**config.mk**
```make
export PLATFORM = sky130hd
export DESIGN_NAME = cvrb_bam
export DESIGN_NICKNAME = d
export VERILOG_FILES = /design/src/rtl/cvrb_pkg.sv /design/src/rtl/cvrb_bam.sv
export SDC_FILE = /design/constraint.sdc
export NUM_CORES = 1
export LEC_CHECK = 0
export ABC_AREA = 0
export BUFFER_PORTS_ARGS = -buffer_cell sky130_fd_sc_hd__buf_2
export CAP_MARGIN = 5
export CORE_UTILIZATION = 24
export DETAILED_ROUTE_END_ITERATION = 7
export PLACE_DENSITY_LB_ADDON = 0.3
export RECOVER_POWER = 100
export REMOVE_ABC_BUFFERS = 1
export SLEW_MARGIN = 20
export SYNTH_ARGS = -nofsm -noshare
export SYNTH_HDL_FRONTEND = slang
export SYNTH_SLANG_ARGS = --single-unit
```
**constraint.sdc**
```tcl
create_clock -name clk -period 8.19 [get_ports clk]
set_input_delay 0.819 -clock clk [delete_from_list [all_inputs] [get_ports clk]]
set_output_delay 0.819 -clock clk [all_outputs]
set_load 0.01 [all_outputs]
```
**src/rtl/cvrb_pkg.sv**
```systemverilog
`timescale 1ns / 1ps

package cvrb_pkg;

  localparam int ANGLE_FRAC_BITS = 6;
  localparam int OUT_FRAC_BITS   = 14;
  localparam int CORDIC_STEPS    = 16;

  localparam int ANG_W = 16;
  localparam int OUT_W = 16;

  localparam int DEN_ODD  = 45;
  localparam int HALF_ODD = DEN_ODD / 2;
  localparam int BAM_SH   = 3 + ANGLE_FRAC_BITS;
  localparam int FRAC_W   = 32 - BAM_SH;
  localparam int MAG_W    = ANG_W;
  localparam int RECIP_SH = 26;
  localparam int RECIP    = (1 << RECIP_SH) / DEN_ODD + 1;
  localparam int RECIP_W  = 21;
  localparam int PROD_W   = MAG_W + RECIP_W;
  localparam int QM_W     = 10;
  localparam int RM_W     = 6;
  localparam int MBAM_W   = QM_W + FRAC_W;

  localparam int XY_W = 34;
  localparam int R_W  = 33;
  localparam int SC_W = 32;
  localparam int P_W  = 64;
  localparam int RND_W = 66;

  localparam longint GAIN_Q30 = 64'd652032874;
  localparam longint ONE_Q30  = 64'd1073741824;

  localparam int S1 = 30 - OUT_FRAC_BITS;
  localparam int S2 = 60 - OUT_FRAC_BITS;

  typedef logic [FRAC_W-1:0] frac_tab_t [DEN_ODD];

  function automatic frac_tab_t gen_frac_tab();
    frac_tab_t t;
    for (int i = 0; i < DEN_ODD; i++) begin
      t[i] = FRAC_W'(((longint'(i) << FRAC_W) + longint'(HALF_ODD)) / DEN_ODD);
    end
    return t;
  endfunction

  localparam frac_tab_t FRAC_TAB = gen_frac_tab();

  localparam logic [29:0] ATAN_TAB [32] = '{
    30'h20000000, 30'h12E4051E, 30'h09FB385B, 30'h051111D4,
    30'h028B0D43, 30'h0145D7E1, 30'h00A2F61E, 30'h00517C55,
    30'h0028BE53, 30'h00145F2F, 30'h000A2F98, 30'h000517CC,
    30'h00028BE6, 30'h000145F3, 30'h0000A2FA, 30'h0000517D,
    30'h000028BE, 30'h0000145F, 30'h00000A30, 30'h00000518,
    30'h0000028C, 30'h00000146, 30'h000000A3, 30'h00000051,
    30'h00000029, 30'h00000014, 30'h0000000A, 30'h00000005,
    30'h00000003, 30'h00000001, 30'h00000001, 30'h00000000
  };

  typedef struct packed {
    logic [1:0]            quad;
    logic                  zero;
    logic signed [R_W-1:0] resid;
  } bam_t;

  typedef struct packed {
    logic signed [SC_W-1:0] c;
    logic signed [SC_W-1:0] s;
  } sincos_t;

endpackage

```
**src/rtl/cvrb_bam.sv**
```systemverilog
`timescale 1ns / 1ps

module cvrb_bam (
  input  logic                                  clk,
  input  logic                                  rst_n,
  input  logic                                  en,
  input  logic                                  in_valid,
  input  logic signed [cvrb_pkg::ANG_W-1:0]     angle,
  output logic                                  out_valid,
  output cvrb_pkg::bam_t                        out_bam
);

  logic [3:0] vld_r;

  logic [cvrb_pkg::MAG_W-1:0]  mag1_r, mag1_nxt;
  logic [cvrb_pkg::PROD_W-1:0] prod1_r, prod1_nxt;
  logic                        neg1_r;

  logic [cvrb_pkg::QM_W-1:0]   qm2_r, qm2_nxt;
  logic [cvrb_pkg::RM_W-1:0]   rm2_r, rm2_nxt;
  logic                        neg2_r;

  logic [31:0]                 bam3_r, bam3_nxt;
  logic [cvrb_pkg::MBAM_W-1:0] mbam;

  cvrb_pkg::bam_t              bam4_r, bam4_nxt;
  logic [31:0]                 rnd_q;
  logic [1:0]                  quad;
  logic [31:0]                 resid;

  always_comb begin
    mag1_nxt  = angle[cvrb_pkg::ANG_W-1] ? cvrb_pkg::MAG_W'(-angle)
                                         : cvrb_pkg::MAG_W'(angle);
    prod1_nxt = cvrb_pkg::PROD_W'(mag1_nxt) *
                cvrb_pkg::PROD_W'(cvrb_pkg::RECIP);

    qm2_nxt = prod1_r[cvrb_pkg::RECIP_SH +: cvrb_pkg::QM_W];
    rm2_nxt = cvrb_pkg::RM_W'(mag1_r - cvrb_pkg::MAG_W'(qm2_nxt) *
                              cvrb_pkg::MAG_W'(cvrb_pkg::DEN_ODD));

    mbam     = {qm2_r, cvrb_pkg::FRAC_TAB[rm2_r]};
    bam3_nxt = neg2_r ? 32'(-mbam) : 32'(mbam);

    rnd_q          = bam3_r + 32'h2000_0000;
    quad           = rnd_q[31:30];
    resid          = bam3_r - {quad, 30'b0};
    bam4_nxt.quad  = quad;
    bam4_nxt.zero  = (resid == 32'd0);
    bam4_nxt.resid = cvrb_pkg::R_W'($signed(resid));
  end

  always_ff @(posedge clk) begin
    if (!rst_n) begin
      vld_r <= '0;
    end else if (en) begin
      vld_r <= {vld_r[2:0], in_valid};
    end
    if (en) begin
      mag1_r  <= mag1_nxt;
      prod1_r <= prod1_nxt;
      neg1_r  <= angle[cvrb_pkg::ANG_W-1];
      qm2_r   <= qm2_nxt;
      rm2_r   <= rm2_nxt;
      neg2_r  <= neg1_r;
      bam3_r  <= bam3_nxt;
      bam4_r  <= bam4_nxt;
    end
  end

  assign out_valid = vld_r[3];
  assign out_bam   = bam4_r;

endmodule

```
Word-level counts from Yosys, hierarchy flattened
Memories as Yosys holds them, arrays and structs flattened.
Index checks and enable logic that the tools add are counted.
{"block": "totals", "regBits": 130, "rom_bits": 1472, "out_inout_bits": 37, "memories": 1}
{"block": "op_classes", "n_addsub": 5, "mul": 2, "n_lt_le_gt_ge": 1, "mux": 4, "n_bitwise": 1, "n_reduce_logical": 1}
{"name": "(no name shown)", "words": 64, "width": 23, "rd": 1, "rd_clocked_by_memory_dff": 0, "write_ports": 0, "line": "cvrb_bam.sv:41", "source": "mbam = {qm2_r, cvrb_pkg::FRAC_TAB[rm2_r]};"}
{"op": "$mux W23", "n": 2}
{"op": "$mul A16 B21 Y36 const B", "n": 1}
{"op": "$add A32 B30 Y32 const B", "n": 1}
{"op": "$logic_not A32 Y1", "n": 1}
{"op": "$mux W32", "n": 1}
{"op": "$neg A32 Y32", "n": 1}
{"op": "$sub A32 B32 Y32", "n": 1}
{"op": "$mux W16", "n": 1}
{"op": "$neg A16 Y16", "n": 1}
{"op": "$mul A10 B6 Y6 const B", "n": 1}
{"op": "$ge A7 B7 Y1 const B", "n": 1}
{"op": "$not A6 Y7", "n": 1}
{"op": "$sub A6 B6 Y6", "n": 1}

Depth between registers and ports, before layout
Gate-level depths: netlist (run 1).
{"block": "logic_depth", "ltp_word": 6, "mapped_depth": 26}

Least setup slack after synthesis (run 1)
No wires, ideal clock.
{"block": "synth_path", "kind": "input to register", "start": "input angle[9] (netlist bit)", "end": "register prod1_r[32] (netlist bit), data pin", "setup_time_ns": 0.135, "arrival_ns": 7.674, "setup_slack_ns": 0.380, "path_stages": 25, "n_path_buf": 0, "path_cell_list": "or4_1 -> nor4_1 -> nand2b_1 -> o21ai_0 -> xor2_1 -> inv_1 -> ha_1 -> fa_1 -> inv_1 -> fa_1 -> fa_1 -> inv_1 -> fa_1 -> inv_1 -> fa_1 -> inv_1 -> ha_1 -> a211oi_1 -> o21bai_1 -> a21oi_1 -> o21ai_0 -> a221oi_1 -> o21ai_0 -> or4b_2 -> nand3_1"}
{"block": "synth_between", "elab_chain_cells": 3}
{"item": "from (decl)", "line": "cvrb_bam.sv:8", "source": "input logic signed [cvrb_pkg::ANG_W-1:0] angle,"}
{"item": "$neg A16 Y16", "line": "cvrb_bam.sv:32", "source": "mag1_nxt = angle[cvrb_pkg::ANG_W-1] ? cvrb_pkg::MAG_W'(-angle)"}
{"item": "$mux W16 *", "line": "cvrb_bam.sv:32"}
{"item": "$mul A16 B21 Y36 *", "line": "cvrb_bam.sv:34", "source": "prod1_nxt = cvrb_pkg::PROD_W'(mag1_nxt) *"}
{"item": "via prod1_nxt, one bit", "line": "cvrb_bam.sv:16", "source": "logic [cvrb_pkg::PROD_W-1:0] prod1_r, prod1_nxt;"}
{"item": "to (signal assigned)", "line": "cvrb_bam.sv:60", "source": "prod1_r <= prod1_nxt;"}
{"item": "to (decl)", "line": "cvrb_bam.sv:16"}
Mark *: on every way through the listed nets, which the timed path passes. The rest lies on a longest branch.
A chain may end at the register's enable or synchronous reset.

Worst setup path in the final report (run 1)
{"block": "layout_path", "start": "input angle[7] (netlist bit)", "end": "register prod1_r[32] (netlist bit), data pin"}
The elaborated chain is that of the path after synthesis.

==> flow_summary_export.csv, run 1 <==
group,metric,value,unit
synthesis,avgSynthCellArea,10.90,um^2
cts,cts_tree,"built",
cts,cts_root_buf,"clkbuf_16",
synthesis,synth_seq_area_share,30.47,%
setup_path,critPathBufInv,6,
synthesis,ys_ff_latch,103,
setup_path,crit_type,"in -> reg",
setup_path,start_kind,"input port",
setup_path,critical_path_required,8.41,ns
synthesis,async_flop_share,0,%
placed_design,gp_congestion,0.8382,
synthesis,yosysTopAreaCellShare,29.67,%
global_route,grt_overflow,0,
hold_path,hp-start,"prod1_r[34]",
setup_path,r2r_slack,3.98,ns
cts,cts.clk_slew.worst_paths,0.07,ns
drt,wl_per_cell,14.44,um
timing,maxSlewHeadroom,-182.9,%
drt,vias,6545,
global_route,antenna_found_initial,0,
die,core_region_area,0.04102,mm^2
timing,fin_setup_tns,0,ns
synthesis,syn_area,0.01002,mm^2
timing,finalHoldViolCount,0,
final_layout,layout.nets,1255,
die,die_area,0.04257,mm^2
status,violations,"design-rule violations, max-capacitance violations, max-slew violations",
cts,cts.path.max_buffers,2,
synthesis,synthTopCellsByArea,"edfxtp_1, ha_1, fa_1",
synthesis,ys.flop_type,"edfxtp_1",
cts,cts_setup_buffers,0,
global_route,grt_pass1_wl,35850,um
cts,clk-insertion-delay-late,0.36,ns
hold_path,holdPathEnd,"qm2_r[8]",
drt,postRouteAntennaNets,0,
timing,skew,0.007963,ns
drt,drtIter0Drc,333,
setup_path,crit_path_end_kind,"flop",
setup_path,r2r_cells,8,
drt,route.detailed.drc,13,
setup_path,cp_max_fo,4,
placed_design,io_buffer_count,56,
synthesis,syn_inst,919,
setup_path,rr_endpoint,"bam3_r[30]",
drt,wl,22000,um
setup_path,r2r_start,"rm2_r[1]",
status,status,"finished, violations left",
synthesis,netlist-cell-type-count,62,
timing,timing.fmax,131.0,MHz
global_route,grt_max_degree,80,
setup_path,arrival,7.86,ns
final_layout,area_growth,12.36,%
global_route,grt_pass1_vias,6779,
cts,cts_buffers,9,
timing,period_share,93.18,%
die,row_count,74,
hold_path,hold_path_depth,0,
flow_run,cap_violations,1,
cts,clock-sinks,103,
die,die_x,206.3,um
global_route,grtUsageTotal,10.76,%
hold_path,hold_class,"reg -> reg",
timing,worst_pin_slew,4.244,ns
timing,finalSetupViolCount,0,
final_layout,insertedDiodeCount,0,
synthesis,yosys.area.top_type,"edfxtp_1",
die,die_y,206.3,um
synthesis,yosys_warnings,0,
drt,drt_first_pass_iters,8,
drt,routed_via_density,4.297,
die,initial_utilization,24.43,%
synthesis,synth_edf_count,99,
timing,rsz0062_at_grt,"no",
timing,slew_viol_final,80,
setup_path,crit_family,"adder cells",
die,ioPinCount,57,
timing,min_period,7.632,ns
placed_design,hpwl,18400,um
setup_path,cp_slowest_cell,"or4b_2",
cts,htreeDepth,3,
final_layout,drive_gt1_share,5.752,%
setup_path,critPathMaxStageDelay,0.66,ns
-- flip-flops by register name, summed over array words and instances (netlist names) --
signal and flops:
out_bam 35, bam3_r 32, prod1_r 9, qm2_r 9, mag1_r 6, rm2_r 6, vld_r 4, neg1_r 1
neg2_r 1
-- cells in the mapped netlist (all sizes together) (2+ instances only) --
library cell / number
nand3b: 2
or2: 4
a31oi: 3
clkbuf: 10
a2111oi: 4
nand4: 7
edfxtp: 99
mux2i: 9
a211oi: 5
o31ai: 6
nand2: 45
o311ai: 2
nand3: 13
o21ai: 35
or4: 2
o221ai: 2
dfxtp: 4
inv: 185
nor3: 6
nand2b: 6
fa: 90
ha: 159
and3: 4
xor2: 21
buf: 9
a221oi: 4
a21oi: 25
nor4: 10
a21o: 9
o21bai: 5
o41ai: 6
nor2b: 13
o211ai: 6
nor2: 25
mux2: 2
nor4b: 3
xnor2: 56
or3: 6
-- metrics by stage --
step                std cells  worst slack (ns)  hold slack (ns)  utilization, %  area [um^2]
global placement         1507           0.08702           0.4063           26.88        11030
CTS                      1523            0.3925           0.4266           27.64        11340
global route             1523           0.02426           0.4291           27.45        11260
floorplan                 900            0.3803           0.4003               -         9935
detailed placement       1507           0.01954           0.4072           26.88        11030
finish                   1523            0.5584           0.4243           27.45        11260
-- cell families after synthesis --
kind of cell	share of synthesized area, %
fa+ha+maj	37.84
buf+inv	7.817
simple gates	7.767
compound gates	8.030
flops	30.47
xor+xnor	6.731
mux	1.349
-- layer usage --
layer | up-vias | GRT usage, % | share of wire (%)
li1 | 3243 | - | -
met1 | 3170 | 14.37 | 49
met2 | 111 | 18.67 | 47
met3 | 21 | 0.9145 | 2.6
met4 | 0 | 2.547 | 1.2
met5 | - | 0 | 0
-- what timing repair did --
item                       4_1_cts  5_1_grt
gates resized for setup          0        2
setup endpoints to repair        0        3
hold buffers                     0        0
-- worst register-to-register path, stage by stage, from the launching register on --
cell and delay (ns):
edfxtp_1 0.61, inv_1 0.23, ha_1 0.60, a21oi_1 0.13, mux4_2 0.54, o21ai_0 0.77, nand4_1 0.51, o41ai_1 0.46
xnor2_1 0.11
-- cell usage in the layout (no fill, tap or decap), drive strengths merged, types with 7 or more instances in the layout --
| cell | n |
|---|---|
| inv | 187 |
| ha | 159 |
| edfxtp | 99 |
| fa | 90 |
| xnor2 | 56 |
| clkbuf | 55 |
| nand2 | 45 |
| o21ai | 35 |
| buf | 29 |
| nor2 | 25 |
| a21oi | 25 |
| xor2 | 21 |
| nor2b | 13 |
| nand3 | 13 |
| nor4 | 10 |
| a21o | 9 |
| mux2i | 9 |
| nand4 | 7 |
-- worst max path at each step --
| stage | cells after the start | end | start | slack [ns] |
|---|---|---|---|---|
| floorplan | 25 | prod1_r[32] | angle[9] | 0.38 |
| global placement | 25 | prod1_r[32] | angle[9] | 0.09 |
| detailed placement | 25 | prod1_r[32] | angle[7] | 0.02 |
| CTS | 25 | prod1_r[32] | angle[7] | 0.39 |
| global route | 26 | prod1_r[32] | angle[7] | 0.02 |
| finish | 25 | prod1_r[32] | angle[7] | 0.56 |
-- cell type report --
type	count	area, um^2
Clock buffer	9	225.2
Clock inverter	7	86.33
Multi-Input combinational cell	611	6182
Sequential cell	103	3053
Timing Repair Buffer	75	347.8
Inverter	186	698.2
Fill cell	4356	29760
Tap cell	532	665.6
Power of run 1 is left out: the tool's default activity adds up to more than one toggle a clock period on the data nets, which glitch-free logic cannot reach.
==> run 2: changes to the inputs <==
Settings changed: RECOVER_POWER 100 to 50.
==> flow_summary_export.csv, run 2 (same netlist as run 1, synthesis figures left out) <==
group,metric,value,unit
status,status,"finished, violations left",
status,violations,"design-rule violations, max-capacitance violations, max-slew violations",
global_route,grt_overflow,0,
timing,skew,0.007298,ns
hold_path,hold_class,"reg -> reg",
setup_path,start_kind,"input port",
die,die_area,0.04257,mm^2
placed_design,gp_congestion,0.8382,
hold_path,hold_path_depth,0,
final_layout,area_growth,12.60,%
final_layout,layout.nets,1255,
drt,vias,6538,
setup_path,crit_path_end_kind,"flop",
setup_path,crit_type,"in -> reg",
setup_path,critPathMaxStageDelay,0.66,ns
cts,cts.path.max_buffers,2,
die,core_region_area,0.04102,mm^2
setup_path,r2r_cells,9,
timing,slew_viol_final,80,
die,ioPinCount,57,
drt,wl,21990,um
die,die_x,206.3,um
cts,cts_buffers,9,
final_layout,insertedDiodeCount,0,
timing,timing.fmax,130.9,MHz
global_route,grt_pass1_vias,6779,
flow_run,cap_violations,1,
cts,clk-insertion-delay-late,0.36,ns
global_route,grt_pass1_wl,35850,um
timing,finalSetupViolCount,0,
global_route,antenna_found_initial,0,
timing,finalHoldViolCount,0,
global_route,grt_max_degree,80,
cts,cts_root_buf,"clkbuf_16",
final_layout,drive_gt1_share,6.256,%
timing,worst_pin_slew,4.212,ns
drt,routed_via_density,4.293,
final_layout,fill_cells,4349,
cts,cts_tree,"built",
final_layout,largest_register_ffs,35,
timing,period_share,93.28,%
global_route,grtUsageTotal,10.76,%
final_layout,final_cell_mix,"inv_1, ha_1, edfxtp_1, fa_1, xnor2_1",
cts,cts.clk_slew.worst_paths,0.07,ns
cts,cts_setup_buffers,0,
final_layout,mostFrequentLayoutCell,"inv_1",
cts,htreeDepth,3,
setup_path,critical_path_required,8.42,ns
setup_path,cp_slowest_cell,"or4b_2",
die,die_y,206.3,um
timing,fin_setup_tns,0,ns
timing,maxSlewHeadroom,-180.8,%
final_layout,final_util,27.51,%
drt,drtIter0Drc,403,
setup_path,cp_max_fo,4,
setup_path,arrival,7.87,ns
drt,postRouteAntennaNets,0,
drt,wl_per_cell,14.44,um
die,row_count,74,
drt,drt_first_pass_iters,7,
placed_design,io_buffer_count,56,
die,initial_utilization,24.43,%
cts,clock-sinks,103,
timing,rsz0062_at_grt,"no",
drt,route.detailed.drc,13,
placed_design,hpwl,18400,um
timing,min_period,7.639,ns
run 2: cell count changes in the layout (fill, tap and decap cells not counted):
cell      previous run  this run
buf_4               12        14
or4_4                0         1
or3_1                6         5
o41ai_2              0         1
or3_4                0         1
o21ai_1              0         1
o21ai_0             35        34
clkbuf_1            46        44
o41ai_1              6         5
or4_1                2         1
run 2: final timing paths:
check                    from           to  slack (ns)
hold reg to reg   prod1_r[34]     qm2_r[8]        0.42
setup reg to reg     rm2_r[1]   bam3_r[29]        4.22
setup / recovery     angle[7]  prod1_r[32]        0.55
hold / removal    prod1_r[34]     qm2_r[8]        0.42
run 2: what timing repair did:
| action | CTS | global route |
|---|---|---|
| hold buffers | 0 | 0 |
| resized for setup | 0 | 2 |
| setup endpoints to repair | 0 | 3 |
run 2: layer usage:
metal  GRT usage (%)  share of wire (%)  vias to the layer above
met1           14.37                 49                     3144
li1                -                  -                     3248
met5               0                  0                        -
met2           18.67                 47                      124
met4           2.547                1.2                        0
met3          0.9145                2.5                       22
run 2: layout make-up:
cell class	count	area [um^2]	share of cell area (%)
clock inverter	7	86.33	0.7652
clock buffer	9	225.2	1.996
sequential	103	3053	27.06
inverter	186	698.2	6.188
tap	532	665.6	5.900
timing repair buffer	75	355.3	3.150
multi-input combinational	611	6198	54.94
run 2: critical path, delay by kind of cell:
| family | cells | cell delay [ns] |
|---|---|---|
| adder cells (fa/ha/maj) | 7 | 3.31 |
| AND/OR/NAND/NOR | 4 | 1.59 |
| AO/OA/AOI/OAI | 7 | 1.50 |
| buffers and inverters | 6 | 0.40 |
| XOR/XNOR | 1 | 0.24 |
run 2: stage by stage:
step           area [um^2]  cells  worst slack [ns]  hold slack, ns
6_report             11280   1523            0.5506          0.4243
4_1_cts              11340   1523            0.3925          0.4266
2_1_floorplan         9935    900            0.3803          0.4003
3_5_place_dp         11030   1507           0.01954          0.4072
3_3_place_gp         11030   1507           0.08702          0.4063
5_1_grt              11280   1523           0.01312          0.4291
Power of run 2 is left out for the same reason.
