## config.mk

```make
export PLATFORM = sky130hd
export DESIGN_NAME = cvrb_cordic
export DESIGN_NICKNAME = d
export VERILOG_FILES = /design/src/rtl/cvrb_pkg.sv /design/src/rtl/cvrb_cordic.sv
export SDC_FILE = /design/constraint.sdc
export NUM_CORES = 2
export LEC_CHECK = 0
export ABC_AREA = 0
export ABC_CLOCK_PERIOD_IN_PS = 9700
export BUFFER_PORTS_ARGS = -buffer_cell sky130_fd_sc_hd__buf_2
export CORE_MARGIN = 4
export CORE_UTILIZATION = 60
export CTS_CLUSTER_DIAMETER = 30
export DETAILED_ROUTE_END_ITERATION = 6
export PLACE_DENSITY_LB_ADDON = 0.12
export RECOVER_POWER = 25
export SLEW_MARGIN = 30
export SYNTH_ARGS = -nofsm -noshare
export SYNTH_HDL_FRONTEND = slang
export SYNTH_SLANG_ARGS = --single-unit
```

## constraint.sdc

```tcl
create_clock -name clk -period 9.7 [get_ports clk]
set_input_delay 1.94 -clock clk [delete_from_list [all_inputs] [get_ports clk]]
set_output_delay 1.94 -clock clk [all_outputs]
set_load 0.005 [all_outputs]
```

## src/rtl/cvrb_pkg.sv

```systemverilog
`timescale 1ns / 1ps

package cvrb_pkg;

  localparam int ANGLE_FRAC_BITS = 6;
  localparam int OUT_FRAC_BITS   = 14;
  localparam int CORDIC_STEPS    = 16;

  localparam int ANG_W = 16;
  localparam int OUT_W = 16;

  localparam int DEN_ODD  = 45;
  localparam int HALF_ODD = DEN_ODD / 2;
  localparam int BAM_SH   = 3 + ANGLE_FRAC_BITS;
  localparam int FRAC_W   = 32 - BAM_SH;
  localparam int MAG_W    = ANG_W;
  localparam int RECIP_SH = 26;
  localparam int RECIP    = (1 << RECIP_SH) / DEN_ODD + 1;
  localparam int RECIP_W  = 21;
  localparam int PROD_W   = MAG_W + RECIP_W;
  localparam int QM_W     = 10;
  localparam int RM_W     = 6;
  localparam int MBAM_W   = QM_W + FRAC_W;

  localparam int XY_W = 34;
  localparam int R_W  = 33;
  localparam int SC_W = 32;
  localparam int P_W  = 64;
  localparam int RND_W = 66;

  localparam longint GAIN_Q30 = 64'd652032874;
  localparam longint ONE_Q30  = 64'd1073741824;

  localparam int S1 = 30 - OUT_FRAC_BITS;
  localparam int S2 = 60 - OUT_FRAC_BITS;

  typedef logic [FRAC_W-1:0] frac_tab_t [DEN_ODD];

  function automatic frac_tab_t gen_frac_tab();
    frac_tab_t t;
    for (int i = 0; i < DEN_ODD; i++) begin
      t[i] = FRAC_W'(((longint'(i) << FRAC_W) + longint'(HALF_ODD)) / DEN_ODD);
    end
    return t;
  endfunction

  localparam frac_tab_t FRAC_TAB = gen_frac_tab();

  localparam logic [29:0] ATAN_TAB [32] = '{
    30'h20000000, 30'h12E4051E, 30'h09FB385B, 30'h051111D4,
    30'h028B0D43, 30'h0145D7E1, 30'h00A2F61E, 30'h00517C55,
    30'h0028BE53, 30'h00145F2F, 30'h000A2F98, 30'h000517CC,
    30'h00028BE6, 30'h000145F3, 30'h0000A2FA, 30'h0000517D,
    30'h000028BE, 30'h0000145F, 30'h00000A30, 30'h00000518,
    30'h0000028C, 30'h00000146, 30'h000000A3, 30'h00000051,
    30'h00000029, 30'h00000014, 30'h0000000A, 30'h00000005,
    30'h00000003, 30'h00000001, 30'h00000001, 30'h00000000
  };

  typedef struct packed {
    logic [1:0]            quad;
    logic                  zero;
    logic signed [R_W-1:0] resid;
  } bam_t;

  typedef struct packed {
    logic signed [SC_W-1:0] c;
    logic signed [SC_W-1:0] s;
  } sincos_t;

endpackage

```

## src/rtl/cvrb_cordic.sv

```systemverilog
`timescale 1ns / 1ps

module cvrb_cordic (
  input  logic              clk,
  input  logic              rst_n,
  input  logic              en,
  input  logic              in_valid,
  input  cvrb_pkg::bam_t    in_bam,
  output logic              out_valid,
  output cvrb_pkg::sincos_t out_sc
);

  localparam int N = cvrb_pkg::CORDIC_STEPS;

  logic signed [cvrb_pkg::XY_W-1:0] x_r [N];
  logic signed [cvrb_pkg::XY_W-1:0] y_r [N];
  logic signed [cvrb_pkg::R_W-1:0]  r_r [N];
  logic [1:0]                       quad_r [N];
  logic [N-1:0]                     zero_r;
  logic [N-1:0]                     vld_r;

  genvar i;
  generate
    for (i = 0; i < N; i++) begin : g_step
      logic signed [cvrb_pkg::XY_W-1:0] xs, ys, x_nxt, y_nxt;
      logic signed [cvrb_pkg::R_W-1:0]  rs, r_nxt, at;
      logic [1:0]                       qs;
      logic                             zs, vs;

      if (i == 0) begin : g_first
        assign xs = cvrb_pkg::XY_W'(cvrb_pkg::GAIN_Q30);
        assign ys = '0;
        assign rs = in_bam.resid;
        assign qs = in_bam.quad;
        assign zs = in_bam.zero;
        assign vs = in_valid;
      end else begin : g_next
        assign xs = x_r[i-1];
        assign ys = y_r[i-1];
        assign rs = r_r[i-1];
        assign qs = quad_r[i-1];
        assign zs = zero_r[i-1];
        assign vs = vld_r[i-1];
      end

      assign at = cvrb_pkg::R_W'(cvrb_pkg::ATAN_TAB[i]);

      always_comb begin
        if (!rs[cvrb_pkg::R_W-1]) begin
          x_nxt = xs - (ys >>> i);
          y_nxt = ys + (xs >>> i);
          r_nxt = rs - at;
        end else begin
          x_nxt = xs + (ys >>> i);
          y_nxt = ys - (xs >>> i);
          r_nxt = rs + at;
        end
      end

      always_ff @(posedge clk) begin
        if (!rst_n) begin
          vld_r[i] <= 1'b0;
        end else if (en) begin
          vld_r[i] <= vs;
        end
        if (en) begin
          x_r[i]    <= x_nxt;
          y_r[i]    <= y_nxt;
          r_r[i]    <= r_nxt;
          quad_r[i] <= qs;
          zero_r[i] <= zs;
        end
      end
    end
  endgenerate

  logic signed [cvrb_pkg::SC_W-1:0] cr, sr;
  cvrb_pkg::sincos_t                sc_r, sc_nxt;
  logic                             ov_r;

  localparam logic signed [cvrb_pkg::XY_W-1:0] ONE_X = cvrb_pkg::XY_W'(cvrb_pkg::ONE_Q30);

  always_comb begin
    if (zero_r[N-1]) begin
      cr = cvrb_pkg::SC_W'(cvrb_pkg::ONE_Q30);
      sr = '0;
    end else begin
      if (x_r[N-1] > ONE_X) begin
        cr = cvrb_pkg::SC_W'(ONE_X);
      end else if (x_r[N-1] < -ONE_X) begin
        cr = cvrb_pkg::SC_W'(-ONE_X);
      end else begin
        cr = cvrb_pkg::SC_W'(x_r[N-1]);
      end
      if (y_r[N-1] > ONE_X) begin
        sr = cvrb_pkg::SC_W'(ONE_X);
      end else if (y_r[N-1] < -ONE_X) begin
        sr = cvrb_pkg::SC_W'(-ONE_X);
      end else begin
        sr = cvrb_pkg::SC_W'(y_r[N-1]);
      end
    end
    case (quad_r[N-1])
      2'd0: begin
        sc_nxt.c = cr;
        sc_nxt.s = sr;
      end
      2'd1: begin
        sc_nxt.c = -sr;
        sc_nxt.s = cr;
      end
      2'd2: begin
        sc_nxt.c = -cr;
        sc_nxt.s = -sr;
      end
      default: begin
        sc_nxt.c = sr;
        sc_nxt.s = -cr;
      end
    endcase
  end

  always_ff @(posedge clk) begin
    if (!rst_n) begin
      ov_r <= 1'b0;
    end else if (en) begin
      ov_r <= vld_r[N-1];
    end
    if (en) begin
      sc_r <= sc_nxt;
    end
  end

  assign out_valid = ov_r;
  assign out_sc    = sc_r;

endmodule

```

* Word level (Yosys, flattened, before mapping)
Memory sizes are Yosys's and may differ from the RTL's.
Cells that the tools add are included.
** Storage, ports and cells
- Input bits :: 40
- Bits in writable memories :: 1648
- Register bits after elaboration :: 97
- Memories kept :: 4
** Cells by class
- Eq/ne operators :: 2
- Add/sub/neg operators :: 94
- Magnitude comparators :: 4
- Muxes and demuxes :: 56
- Reductions and logical operators :: 1
** Memory list
- x_r :: depth 16, width 34, rd ports 16, clocked after memory_dff 0, write ports 16, line cvrb_cordic.sv:15 : logic signed [cvrb_pkg::XY_W-1:0] x_r [N];
- y_r :: depth 16, width 34, rd ports 16, clocked after memory_dff 0, write ports 16, line cvrb_cordic.sv:16 : logic signed [cvrb_pkg::XY_W-1:0] y_r [N];
- r_r :: depth 16, width 33, rd ports 15, clocked after memory_dff 0, write ports 16, line cvrb_cordic.sv:17 : logic signed [cvrb_pkg::R_W-1:0] r_r [N];
- quad_r :: depth 16, width 2, rd ports 16, clocked after memory_dff 0, write ports 16, line cvrb_cordic.sv:18 : logic [1:0] quad_r [N];
** Operators with widths (number)
- 34-bit two-way mux :: 31
- 33-bit two-way mux :: 16
- 32-bit two-way mux :: 6
- 64-bit case mux with 3 select lines :: 1
- 34-bit by 19-bit adder with 34-bit output :: 2
- 34-bit by 20-bit adder with 34-bit output :: 2
- 34-bit by 21-bit adder with 34-bit output :: 2
- 34-bit by 22-bit adder with 34-bit output :: 2
- 34-bit by 23-bit adder with 34-bit output :: 2
- 34-bit by 24-bit adder with 34-bit output :: 2
- 34-bit by 25-bit adder with 34-bit output :: 2
- 34-bit by 26-bit adder with 34-bit output :: 2
- 34-bit by 27-bit adder with 34-bit output :: 2
- 34-bit by 28-bit adder with 34-bit output :: 2
- 34-bit by 29-bit adder with 34-bit output :: 2
- 34-bit by 30-bit adder with 34-bit output :: 2
- 34-bit by 31-bit adder with 34-bit output :: 2
- 34-bit by 32-bit adder with 34-bit output :: 2
- 34-bit by 33-bit adder with 34-bit output :: 2
- 34-bit by 32-bit greater-than comparator with 1-bit output, second input constant :: 2
- 34-bit by 31-bit less-than comparator with 1-bit output, second input constant :: 2
- 34-bit by 19-bit subtractor with 34-bit output :: 2
- 34-bit by 20-bit subtractor with 34-bit output :: 2
- 34-bit by 21-bit subtractor with 34-bit output :: 2
- 49 further kinds :: 63

* Depth between registers and ports, before layout
An unclocked memory read counts as a cell.
- Word-level depth :: 7
- Gate-level depth with buffers :: 22
- Gate-level depth less buffers :: 22

* Least setup slack after synthesis
Ideal clock, no wire load.
- Path kind :: register to register
- Start :: memory x_r[0][106] (netlist name)
- End :: memory y_r[0][169] (netlist name), data pin
- Slack :: 4935 ps
- Arrival time :: 4506 ps
- Period minus slack after synthesis :: 4765 ps
- Stages on the path, launching flop included :: 21
- Library setup time :: 260 ps
- Cells stage by stage :: edfxtp_1 inv_1 ha_1 nand2b_1 or4_1 nor4_1 and4bb_2 a21oi_1 xnor2_1 ha_1 a21o_1 a21o_1 a21o_1 a211o_1 a221oi_1 o41ai_1 a221oi_2 nor3_1 or3_1 a21oi_1 xnor2_1
** RTL lines (line)
- from (decl) :: cvrb_cordic.sv:15
- to (decl) :: cvrb_cordic.sv:16

==> impl_metrics.prom <==
# TYPE chip_impl_metric gauge
chip_impl_metric{name="fp.dieW",unit="um"} 471.5
chip_impl_metric{name="timing.max_cap.violations",unit=""} 26
chip_impl_metric{name="globalRouteOverflowTotal",unit=""} 0
chip_impl_metric{name="max_slew_margin",unit=""} -3.228
chip_impl_metric{name="pin_count",unit=""} 105
chip_impl_info{name="timing.critical_path.to_type",value="flop"} 1
chip_impl_metric{name="post_route_cells_drive_above_1_share",unit=""} 0.06713
chip_impl_metric{name="clkTransAtPathRegs",unit="ns"} 0.05
chip_impl_metric{name="synth_nets",unit=""} 14800
chip_impl_metric{name="dieArea",unit="mm^2"} 0.2223
chip_impl_info{name="cp_common_cell",value="sky130_fd_sc_hd__a21oi_1"} 1
chip_impl_metric{name="cts_buffers",unit=""} 392
chip_impl_info{name="clockRootBuffer",value="sky130_fd_sc_hd__clkbuf_16"} 1
chip_impl_metric{name="average_wire_per_cell_in_the_routed_design",unit="um"} 21.08
chip_impl_metric{name="finish.net_count",unit=""} 15160
chip_impl_metric{name="io_buffer_count",unit=""} 104
chip_impl_metric{name="clockBufferDepth",unit=""} 4
chip_impl_metric{name="dieHeight",unit="um"} 471.5
chip_impl_info{name="reg2reg_from",value="r_r[0][65]"} 1
chip_impl_metric{name="grtUsageMet1",unit=""} 0.3961
chip_impl_metric{name="syn_inst",unit=""} 13330
chip_impl_metric{name="start_util",unit=""} 0.6052
chip_impl_metric{name="reg2reg_slack",unit="ns"} 2.22
chip_impl_metric{name="min_delay_path_depth",unit=""} 0
chip_impl_metric{name="fp.coreArea",unit="mm^2"} 0.2129
chip_impl_info{name="hold_start",value="g_step[4].zs"} 1
chip_impl_metric{name="route.vias.total",unit=""} 104500
chip_impl_metric{name="crit_buf_inv",unit=""} 1
chip_impl_metric{name="insertion_delay",unit="ns"} 0.97
chip_impl_metric{name="fin_util",unit=""} 0.6849
chip_impl_info{name="setup_repair_after_global_routing_missed_its_margin",value="false"} 1
chip_impl_metric{name="place_area",unit="mm^2"} 0.1327
chip_impl_metric{name="cts_sinks",unit=""} 1586
chip_impl_metric{name="gp_congestion",unit=""} 0.9816
chip_impl_metric{name="timing.critical_path.arrival",unit="ns"} 8.17
chip_impl_info{name="global_route.peak_usage_layer",value="met2"} 1
chip_impl_metric{name="gr-usage-all-layers",unit=""} 0.3105
chip_impl_metric{name="totalNegativeSetupSlack",unit="ns"} 0
chip_impl_metric{name="filler_cell_count",unit=""} 16290
chip_impl_info{name="primary_ff_master_synth",value="sky130_fd_sc_hd__edfxtp_1"} 1
chip_impl_metric{name="final-setup-viol-count",unit=""} 0
chip_impl_metric{name="synth-edff-count",unit=""} 1569
chip_impl_metric{name="syn-cell-area",unit="mm^2"} 0.1289
chip_impl_info{name="path_class",value="flop to flop"} 1
chip_impl_metric{name="timing.critical_path.slowest_cell_delay",unit="ns"} 2.43
chip_impl_metric{name="number_of_antenna_violations_at_the_first_check_in_global_routing",unit=""} 8
chip_impl_info{name="hold_path_end",value="g_step[5].zs"} 1
chip_impl_metric{name="met2_usage",unit=""} 0.5237
chip_impl_metric{name="post-cts-setup-buffer-count",unit=""} 0
chip_impl_metric{name="ctsHtreeMaxLevel",unit=""} 5
chip_impl_metric{name="gr-usage-met3",unit=""} 0.04587
chip_impl_metric{name="fin_area",unit="mm^2"} 0.1458
chip_impl_metric{name="clock_skew",unit="ns"} 0.08106
chip_impl_metric{name="post-route-min-period",unit="ns"} 7.478
chip_impl_metric{name="drtPass1Iterations",unit=""} 6
chip_impl_metric{name="cp_max_fo",unit=""} 66
chip_impl_info{name="run_status",value="complete, but fails checks"} 1
chip_impl_metric{name="slew_viol_final",unit=""} 1283
chip_impl_info{name="hp-class",value="flop to flop"} 1
chip_impl_metric{name="postCtsHoldBufs",unit=""} 0
chip_impl_metric{name="min_period_over_period",unit=""} 0.7709
chip_impl_info{name="cts_tree",value="yes"} 1
chip_impl_metric{name="synthesis.yosys.warnings",unit=""} 0
chip_impl_metric{name="first_pass_grt_wire_length",unit="um"} 556800
chip_impl_metric{name="largest_net_degree_at_the_start_of_global_routing",unit=""} 192
chip_impl_info{name="worst_path_dominant_cell_family",value="compound AO/OA/AOI/OAI gates"} 1
chip_impl_metric{name="synth.lib_cells_used.distinct",unit=""} 113
chip_impl_metric{name="remaining_drc_errors",unit=""} 0
chip_impl_metric{name="area_growth_syn_to_layout",unit="%"} 13.16
chip_impl_metric{name="timing_worst_slew_pin_value",unit="ns"} 6.343
chip_impl_info{name="type_of_origin_of_the_critical_path",value="flop"} 1
chip_impl_metric{name="postCtsResizedCells",unit=""} 0
chip_impl_metric{name="antenna_violating_nets_post_route",unit=""} 0
chip_impl_metric{name="dp_slack",unit="ns"} 4.103
chip_impl_info{name="failing_checks",value="capacitance limit, slew limit"} 1
chip_impl_metric{name="synth.yosys.seq_area_share",unit=""} 0.3682
chip_impl_metric{name="detailed_placement_wirelength_estimate",unit="um"} 273600
chip_impl_metric{name="synth.avg_cell_area",unit="um^2"} 9.668
chip_impl_metric{name="final-hold-violation-count",unit=""} 0
chip_impl_metric{name="number_of_synthesized_register_bits",unit=""} 1586
chip_impl_metric{name="timing.critical_path.required",unit="ns"} 10.39
chip_impl_metric{name="synth-async-reset-ratio",unit=""} 0
chip_impl_info{name="timing.rr.end",value="x_r[0][95]"} 1
chip_impl_metric{name="vias_per_cell",unit=""} 6.213
chip_impl_info{name="chain_of_cells_forming_the_critical_path",value="clkbuf_1, mux2_2, ha_1, a211oi_1, o21ai_1, a2111oi_0, nor3_1, o31ai_1, a41oi_1, o21ai_0, nand2b_1, a21oi_1, a21oi_1, xor2_1"} 1
chip_impl_metric{name="reg2regPathDepth",unit=""} 14
chip_impl_metric{name="num_rows",unit=""} 169
chip_impl_metric{name="drt_wl_total",unit="um"} 354800
chip_impl_metric{name="detailedRoute.firstIterationViolations",unit=""} 8639
chip_impl_info{name="cp_slowest_cell",value="sky130_fd_sc_hd__clkbuf_1"} 1
chip_impl_metric{name="first_global_vias",unit=""} 102400
chip_impl_metric{name="setup_slack",unit="ns"} 2.222
chip_impl_metric{name="maxClockFrequency",unit="GHz"} 0.1337
-- worst max path at each step --
stage,start,slack [ns],endpoint,cells past startpoint
2_1_floorplan,x_r[0][106],4.93,y_r[0][169],20
4_1_cts,x_r[0][106],4.03,y_r[0][169],20
3_5_place_dp,x_r[0][106],4.10,y_r[0][169],20
5_1_grt,r_r[0][65],1.86,x_r[0][95],14
3_3_place_gp,x_r[0][106],4.18,y_r[0][169],20
6_report,r_r[0][65],2.22,x_r[0][95],14
-- per-stage QoR --
| step | std cells | hold WS [ns] |
|---|---|---|
| after floorplan | 13330 | 0.4003 |
| after global placement | 16110 | 0.4012 |
| after detailed placement | 16110 | 0.4045 |
| after CTS | 16820 | 0.4110 |
| after global routing | 16830 | 0.4271 |
| final | 16830 | 0.4104 |
-- worst reg2reg max path: cells and delay by family (launching register included) --
family          cells  cell delay [ns]
compound gates      8             2.62
xor+xnor            1             0.17
fa+ha+maj           1             0.26
buf+inv             1             2.43
flops               1             0.75
mux                 1             0.63
simple gates        2             0.34
-- cells in the mapped netlist (all sizes together) (86+ instances only) --
library cell     n  area (um^2)
edfxtp        1569        47120
a21oi         1451         7284
ha            1386        17340
xnor2         1220        10690
nor2          1211         4546
nand2          709         2661
o21ai          678         3405
xor2           634         5553
a21o           592         4444
inv            573         2151
nor3           338         1702
o21a           274         2057
nand2b         207         1295
nor2b          189         1182
nand3          186        930.9
clkbuf         162        608.1
a211oi         150         1141
o21bai         141         1059
a31oi          128        813.3
and3           109        681.9
nor4            96        619.3
or3             92        580.6
and2            86        540.5
-- kinds of logic after synthesis --
kind of cell / count (synthesis) / share of synthesized area
adder cells (fa/ha/maj): 1430 / 0.1414
AO/OA/AOI/OAI: 4037 / 0.1998
flip-flops: 1586 / 0.3682
buffers and inverters: 788 / 0.02305
AND/OR/NAND/NOR: 3508 / 0.1312
multiplexers: 127 / 0.01033
XOR/XNOR: 1854 / 0.1260
-- state kept, by name, indices dropped and copies added (netlist names) --
| name | flops |
|---|---|
| vld_r | 1 |
| y_r | 511 |
| r_r | 462 |
| g_step.zs | 15 |
| out_sc | 64 |
| x_r | 484 |
| out_valid | 1 |
| g_step.vs | 15 |
| zero_r | 1 |
| quad_r | 32 |
-- per-layer routing --
layer  up-vias  routed length, um
met5         -                 19
met3       843              21910
met2      3492             167700
li1      50400                  -
met1     49800             148000
met4         4              17150
-- final cells by class --
| class | instances | area, um^2 | share of cell area |
|---|---|---|---|
| Antenna cell | 2 | 5.005 | 0.00003432 |
| Clock buffer | 433 | 10060 | 0.06896 |
| Clock inverter | 278 | 3163 | 0.02169 |
| Inverter | 577 | 2166 | 0.01485 |
| Multi-Input combinational cell | 10960 | 78480 | 0.5381 |
| Sequential cell | 1586 | 47460 | 0.3254 |
| Tap cell | 2821 | 3530 | 0.02420 |
| Timing Repair Buffer | 173 | 982.2 | 0.006735 |
-- cells in the final DEF, fill, tap and decap left out, drive strengths merged, types with 92 or more instances in the layout --
| cell | instances |
|---|---|
| a211oi | 150 |
| a21o | 592 |
| a21oi | 1451 |
| a31oi | 128 |
| and3 | 109 |
| buf | 135 |
| clkbuf | 470 |
| clkinv | 145 |
| edfxtp | 1569 |
| ha | 1386 |
| inv | 614 |
| nand2 | 709 |
| nand2b | 207 |
| nand3 | 186 |
| nor2 | 1211 |
| nor2b | 189 |
| nor3 | 338 |
| nor4 | 96 |
| o21a | 274 |
| o21ai | 678 |
| o21bai | 141 |
| or3 | 92 |
| xnor2 | 1220 |
| xor2 | 634 |
Power is not shown: default switching activity piles up to over one toggle a cycle in this logic, so the estimate is an artifact.
